## src/hw/rtl/s4rc_pkg.sv

```systemverilog
`default_nettype none
// ----------------------------------------------------------------------------
// s4rc_pkg
// Types, codes and helpers shared by the SOCKS4 request rule check block.
// ----------------------------------------------------------------------------
package s4rc_pkg;

	// Default rule table depth
	localparam int RULE_SLOTS_DEF = 16;

	// Item kinds
	localparam logic REQ_RULE_WRITE = 1'b0;
	localparam logic REQ_CHECK      = 1'b1;

	// Protocol constants
	localparam logic [7:0] SOCKS_VERSION  = 8'd4;
	localparam logic [7:0] CMD_CONNECT    = 8'd1;
	localparam logic [6:0] REPLY_GRANTED  = 7'd90;
	localparam logic [6:0] REPLY_REJECTED = 7'd91;

	// Input word: rule write or request check
	typedef struct packed {
		logic        req_type;
		logic [3:0]  rule_slot;
		logic        rule_valid;
		logic        rule_is_bind;
		logic [31:0] rule_address;
		logic [3:0]  rule_wildcards;
		logic [7:0]  version;
		logic [7:0]  command;
		logic [15:0] dest_port;
		logic [31:0] dest_address;
	} in_word_t;

	// Result word
	typedef struct packed {
		logic [6:0]  reply_code;
		logic        is_bind;
		logic        matched;
		logic [3:0]  matched_slot;
		logic [15:0] echo_port;
	} out_word_t;

	// Stored rule body (valid bit lives in flops)
	typedef struct packed {
		logic        is_bind;
		logic [31:0] address;
		logic [3:0]  wildcards;
	} rule_t;

	// Byte mask of octets that must compare equal
	function automatic logic [31:0] compare_mask(input logic [3:0] wildcards);
		logic [31:0] mask;
		mask = '0;
		for (int i = 0; i < 4; i++) begin
			if (!wildcards[i]) begin
				mask[8*i +: 8] = 8'hFF;
			end
		end
		return mask;
	endfunction

endpackage
`default_nettype wire

```

## src/hw/rtl/socks4_request_rule_check.sv

```systemverilog
`default_nettype none
// A rule-write word gives no result and leaves the sequencer idle, so the block stays ready.
// A check word shows its result once slot s is the first hit or, when nothing hits, once the
// last slot has been compared; the next word is taken only after the result is accepted.
// The scan does one slot read per cycle into one shared compare unit, through the read stage
// (rule_s1) and then the result registers (hit_q, hit_slot_q).
// Reset clears all rule valid bits and the sequencer; rule bodies are undefined until written.
// ----------------------------------------------------------------------------
// socks4_request_rule_check
// Rule table with a sequential scan that grants or rejects SOCKS4 requests.
// ----------------------------------------------------------------------------
module socks4_request_rule_check #(
	parameter int RULE_SLOTS = s4rc_pkg::RULE_SLOTS_DEF
) (
	input  wire                   clk,
	input  wire                   arst_n,
	input  wire                   item_valid,
	output logic                  item_ready,
	input  wire s4rc_pkg::in_word_t  item,
	output logic                  result_valid,
	input  wire                   result_ready,
	output s4rc_pkg::out_word_t   result
);
	import s4rc_pkg::*;

	localparam int IDX_W = (RULE_SLOTS > 1) ? $clog2(RULE_SLOTS) : 1;
	localparam int CNT_W = $clog2(RULE_SLOTS + 1);

	// Sequencer codes
	localparam logic [1:0] ST_IDLE = 2'd0;
	localparam logic [1:0] ST_SCAN = 2'd1;
	localparam logic [1:0] ST_DONE = 2'd2;

	logic [1:0]            state_q;
	logic [RULE_SLOTS-1:0] valid_q;
	logic [CNT_W-1:0]      iss_q;
	logic                  rd_vld_s1;
	logic                  rule_vld_s1;
	logic [IDX_W-1:0]      slot_s1;
	rule_t                 rule_s1;
	logic                  hit_q;
	logic [IDX_W-1:0]      hit_slot_q;

	// Request fields held over the scan
	logic                  bind_q;
	logic [7:0]            version_q;
	logic [15:0]           port_q;
	logic [31:0]           addr_q;

	rule_t                 mem [RULE_SLOTS];

	logic                  accept;
	logic                  wr_en;
	logic [8:0]            wr_slot;
	logic                  issuing;
	logic [IDX_W-1:0]      iss_idx;
	logic                  cmp_hit;

	assign item_ready   = (state_q == ST_IDLE);
	assign result_valid = (state_q == ST_DONE);
	assign accept       = item_valid && item_ready;
	assign wr_slot      = 9'(item.rule_slot);
	assign wr_en        = accept && (item.req_type == REQ_RULE_WRITE)
	                      && (wr_slot < 9'(RULE_SLOTS));
	assign issuing      = (state_q == ST_SCAN) && (iss_q < CNT_W'(RULE_SLOTS));
	assign iss_idx      = iss_q[IDX_W-1:0];

	// Rule memory: written in idle, read one slot per cycle during the scan
	always_ff @(posedge clk) begin
		if (wr_en) begin
			mem[wr_slot[IDX_W-1:0]] <= rule_t'{
				is_bind:   item.rule_is_bind,
				address:   item.rule_address,
				wildcards: item.rule_wildcards
			};
		end
		if (issuing) begin
			rule_s1 <= mem[iss_idx];
		end
	end

	// Request capture and read pipeline payload
	always_ff @(posedge clk) begin
		if (accept && (item.req_type == REQ_CHECK)) begin
			bind_q    <= (item.command != CMD_CONNECT);
			version_q <= item.version;
			port_q    <= item.dest_port;
			addr_q    <= item.dest_address;
		end
		if (issuing) begin
			slot_s1     <= iss_idx;
			rule_vld_s1 <= valid_q[iss_idx];
		end
	end

	// Shared compare unit
	s4rc_match u_match (
		.rule        (rule_s1),
		.rule_valid  (rule_vld_s1),
		.req_bind    (bind_q),
		.req_address (addr_q),
		.hit         (cmp_hit)
	);

	// Valid bits
	always_ff @(posedge clk or negedge arst_n) begin
		if (!arst_n) begin
			valid_q <= '0;
		end else if (wr_en) begin
			valid_q[wr_slot[IDX_W-1:0]] <= item.rule_valid;
		end
	end

	// Scan sequencer
	always_ff @(posedge clk or negedge arst_n) begin
		if (!arst_n) begin
			state_q    <= ST_IDLE;
			iss_q      <= '0;
			rd_vld_s1  <= 1'b0;
			hit_q      <= 1'b0;
			hit_slot_q <= '0;
		end else begin
			case (state_q)
				ST_IDLE: begin
					if (accept && (item.req_type == REQ_CHECK)) begin
						state_q    <= ST_SCAN;
						iss_q      <= '0;
						rd_vld_s1  <= 1'b0;
						hit_q      <= 1'b0;
						hit_slot_q <= '0;
					end
				end
				ST_SCAN: begin
					if (issuing) begin
						iss_q <= iss_q + CNT_W'(1);
					end
					// First hit ends the scan; otherwise stop after the last slot
					if (rd_vld_s1 && cmp_hit) begin
						hit_q      <= 1'b1;
						hit_slot_q <= slot_s1;
						rd_vld_s1  <= 1'b0;
						state_q    <= ST_DONE;
					end else if (rd_vld_s1 && (slot_s1 == IDX_W'(RULE_SLOTS - 1))) begin
						rd_vld_s1 <= 1'b0;
						state_q   <= ST_DONE;
					end else begin
						rd_vld_s1 <= issuing;
					end
				end
				ST_DONE: begin
					if (result_ready) begin
						state_q <= ST_IDLE;
					end
				end
				default: begin
					state_q <= ST_IDLE;
				end
			endcase
		end
	end

	// Result word
	always_comb begin
		result.reply_code   = (hit_q && (version_q == SOCKS_VERSION)) ? REPLY_GRANTED
		                                                            : REPLY_REJECTED;
		result.is_bind      = bind_q;
		result.matched      = hit_q;
		result.matched_slot = 4'(hit_slot_q);
		result.echo_port    = port_q;
	end

	// Checks
	a_busy_while_result: assert property (@(posedge clk) disable iff (!arst_n)
		result_valid |-> !item_ready)
		else $error("input taken while a result is pending");

	a_grant_needs_match: assert property (@(posedge clk) disable iff (!arst_n)
		(result_valid && (result.reply_code == REPLY_GRANTED)) |-> result.matched)
		else $error("grant without a matching rule");

	a_check_starts_scan: assert property (@(posedge clk) disable iff (!arst_n)
		(accept && (item.req_type == REQ_CHECK)) |=> (state_q == ST_SCAN) && !rd_vld_s1)
		else $error("check word did not start a scan");

	a_scan_leaves_no_reads: assert property (@(posedge clk) disable iff (!arst_n)
		(state_q != ST_SCAN) |-> !rd_vld_s1)
		else $error("read pipeline busy outside scan");

endmodule
`default_nettype wire

```

## src/hw/rtl/s4rc_match.sv

```systemverilog
`default_nettype none
// ----------------------------------------------------------------------------
// s4rc_match
// Shared compare unit: tests one stored rule against the request under scan.
// ----------------------------------------------------------------------------
module s4rc_match (
	input  wire s4rc_pkg::rule_t rule,
	input  wire                  rule_valid,
	input  wire                  req_bind,
	input  wire [31:0]           req_address,
	output logic                 hit
);
	import s4rc_pkg::*;

	logic [31:0] mask;

	// Type must agree and every non-wildcard octet must be equal
	always_comb begin
		mask = compare_mask(rule.wildcards);
		hit  = rule_valid && (rule.is_bind == req_bind)
		       && (((rule.address ^ req_address) & mask) == 32'd0);
	end

endmodule
`default_nettype wire
```

## config.mk

```make
export PLATFORM = sky130hd
export DESIGN_NAME = socks4_request_rule_check
export DESIGN_NICKNAME = d
export VERILOG_FILES = /design/src/hw/rtl/s4rc_pkg.sv /design/src/hw/rtl/socks4_request_rule_check.sv /design/src/hw/rtl/s4rc_match.sv
export SDC_FILE = /design/constraint.sdc
export NUM_CORES = 1
export LEC_CHECK = 0
export BUFFER_PORTS_ARGS = -buffer_cell sky130_fd_sc_hd__buf_2
export CAP_MARGIN = 20
export CORE_UTILIZATION = 45
export DETAILED_ROUTE_END_ITERATION = 10
export SLEW_MARGIN = 0
export SYNTH_ARGS = -nofsm -noshare
export SYNTH_HDL_FRONTEND = slang
export SYNTH_SLANG_ARGS = --single-unit
export TNS_END_PERCENT = 1
```

## constraint.sdc

```tcl
create_clock -name clk -period 6.2 [get_ports clk]
set_clock_uncertainty 0.05 [all_clocks]
set_input_delay 1.86 -clock clk [delete_from_list [all_inputs] [get_ports clk]]
set_output_delay 1.86 -clock clk [all_outputs]
set_load 0.01 [all_outputs]
```

==> out/metrics.yaml <==
outcome: "finished, final reports clean"
fillCellCount: 4576
netlist_instances: 1107
area_growth_pct: 14.7
hold_start: "hit_slot_q[0]"
dieArea_um2: 61600
seq_area_frac_synth: 0.788
drive_above_1_share: 0.333
fin_ws_ns: 2.54
reg2reg_slack_ns: 3.01
worstSkewPairLatency_ns: 0.62
rsz0062_at_grt: "no"
grt_max_degree: 158
grt_overflow_total: 0
hold_class: "reg2reg"
clock_path_buffers: 3
cts_resized: 0
seq_area_um2: 21500
synth.ff_latch_count: 720
cp_cell_sequence: "buf_2 -> nand3b_1 -> or3_1 -> nor3_4 -> buf_12"
relSlewSlack: 0.284
holdPathStages: 1
finalWeightedCongestion: 0.740
first_iter_violations: 1108
max_stage_delay_ns: 0.82
gr-usage-all-layers: 0.191
peakVddDrop_v: 0.000202
rows: 89
antenna_found_initial: 2
die_w_um: 248
setup_violations: 0
timing.rr.end: "rule_s1[31]"
worstPathArrival_ns: 3.89
cts_tree: "yes"
critical_path_cell_count: 5
synth_top_area_cell: "edfxtp_1"
worst_path_max_delay_cell: "nor3_4"
firstDrtPassIters: 5
critPathTopFamily: "simple AND/OR/NAND/NOR gates"
die-height_um: 248
final_nets: 1406
initial_utilization: 0.458
p_leak_uw: 0.0100
pre_cts_ws_ns: 1.89
cts.sinks: 720
rr_startpoint: "iss_q[0]"
r2r_cells: 3
root_buffer: "clkbuf_16"
synth_flop_cell: "edfxtp_1"
via_per_inst: 5.68
fmax_mhz: 273
core-area_um2: 59500
cp_max_fo: 24
cp-start-kind: "input pin"
vias: 12100
synthTopCellsByCount: "691 x edfxtp_1, 149 x mux4_2, 40 x mux4_1"
wl_per_cell_um: 26.9
period_share: 0.591
yosys_warnings: 0
syn_area_um2: 27300
postRouteAntennaNets: 0
critPathKind: "in2reg"
synth_top_cell_area_share: 0.761
ys_async_sr_fraction: 0.0403
post-cts-setup-buffers: 0
maxCapViolCount: 0
ys_types: 40
ioPinCount: 142
path_buf_inv: 2
finalWirelength_um: 57200
finalHoldViolCount: 0
finalMaxSlewViolations: 0
cts_hold_buf: 0
power.density_nw_per_um2: 367
period_needed_ns: 3.66
clk_pin_slew_worst_paths_ns: 0.06
whs_endpoint: "hit_slot_q[0]"
grt_pass1_wl_um: 83300
multi_input_area_um2: 5540
io_buffers: 135
worstMarginPinSlew_ns: 1.07
cts_buffers: 75
synth_most_common_cell: "edfxtp_1"
yosys-top-cells-area: "edfxtp_1 76%, mux4_2 12%, mux4_1 3.9%"
avgSynthCellArea_um2: 24.6
hold-worst-slack_ns: 0.443
drc_errors: 0
required_ns: 6.43
synth_edf_count: 691
grt_pass1_vias: 12400
hpwl_um: 33600
setup-tns-final_ns: 0
cp-end-kind: "flop"
h-tree-depth: 3
[sequential cells by signal, indices dropped and copies added (netlist names)]
register     cells
mem            592
valid_q         16
addr_q          32
slot_s1          4
version_q        8
hit_q            1
rule_vld_s1      1
rd_vld_s1        1
bind_q           1
rule_s1         37
iss_q            5
state_q          2
port_q          16
hit_slot_q       4
[kinds of logic (layout without fill, tap and decap cells)]
logic type / Yosys count / after routing / share of synthesized area
XOR/XNOR: 36 / 36 / 0.0116
buffers and inverters: 60 / 299 / 0.0140
other: 2 / 8 / 0.000275
multiplexers: 206 / 206 / 0.169
flip-flops: 720 / 720 / 0.788
adder cells (fa/ha/maj): 1 / 1 / 0.000459
AO/OA/AOI/OAI: 21 / 21 / 0.00514
AND/OR/NAND/NOR: 61 / 61 / 0.0115
[worst max-delay path by stage]
stage / start / slack [ns] / to
final: item[106] / 2.54 / mem[0][23]
after global routing: item[106] / 2.38 / mem[11][14]
after CTS: item[106] / 2.53 / mem[12][6]
after detailed placement: item[106] / 1.89 / mem[12][6]
after global placement: item[106] / 1.91 / mem[11][9]
after floorplan: item[106] / 0.68 / valid_q[3]
[where the power goes]
part           internal, uW  switching [uW]  total [uW]
clock                  2500            1820        4310
sequential             5460             186        5640
combinational           829             684        1510
[layer usage]
layer	vias to the layer above	track usage	wire length, um
met4	0	0.0563	1120
met1	6459	0.290	26300
met5	-	0	0
met3	78	0.0408	4050
li1	5123	-	-
met2	415	0.279	25800
[metrics by stage]
stage / total power, uW / std cells / instance area [um2] / utilization
after detailed placement: 7300 / 1990 / 28900 / 0.487
after CTS: 11600 / 2123 / 31300 / 0.526
final: 11500 / 2125 / 31300 / 0.526
after global placement: 7290 / 1990 / 28900 / 0.487
after global routing: 11900 / 2123 / 31300 / 0.526
after floorplan: 6840 / 1111 / 27300 / -
[cell type report]
type / instances / share of cell area
inverters: 5 / 0.000640
multi-input cells: 331 / 0.177
flip-flops and latches: 720 / 0.687
diodes: 2 / 0.000160
well taps: 773 / 0.0309
clock inverters: 37 / 0.0108
repair buffers: 161 / 0.0294
clock buffers: 96 / 0.0639
[cell usage in the layout (no fill, tap or decap), types with 13 or more instances in the layout]
master	count
buf_2	135
buf_4	22
clkbuf_1	19
clkbuf_16	77
clkinv_1	14
dfrtp_1	25
edfxtp_1	691
mux2_2	16
mux4_1	40
mux4_2	149
nor2_4	13
xor2_1	35
Power figures use the tool's default switching activity.
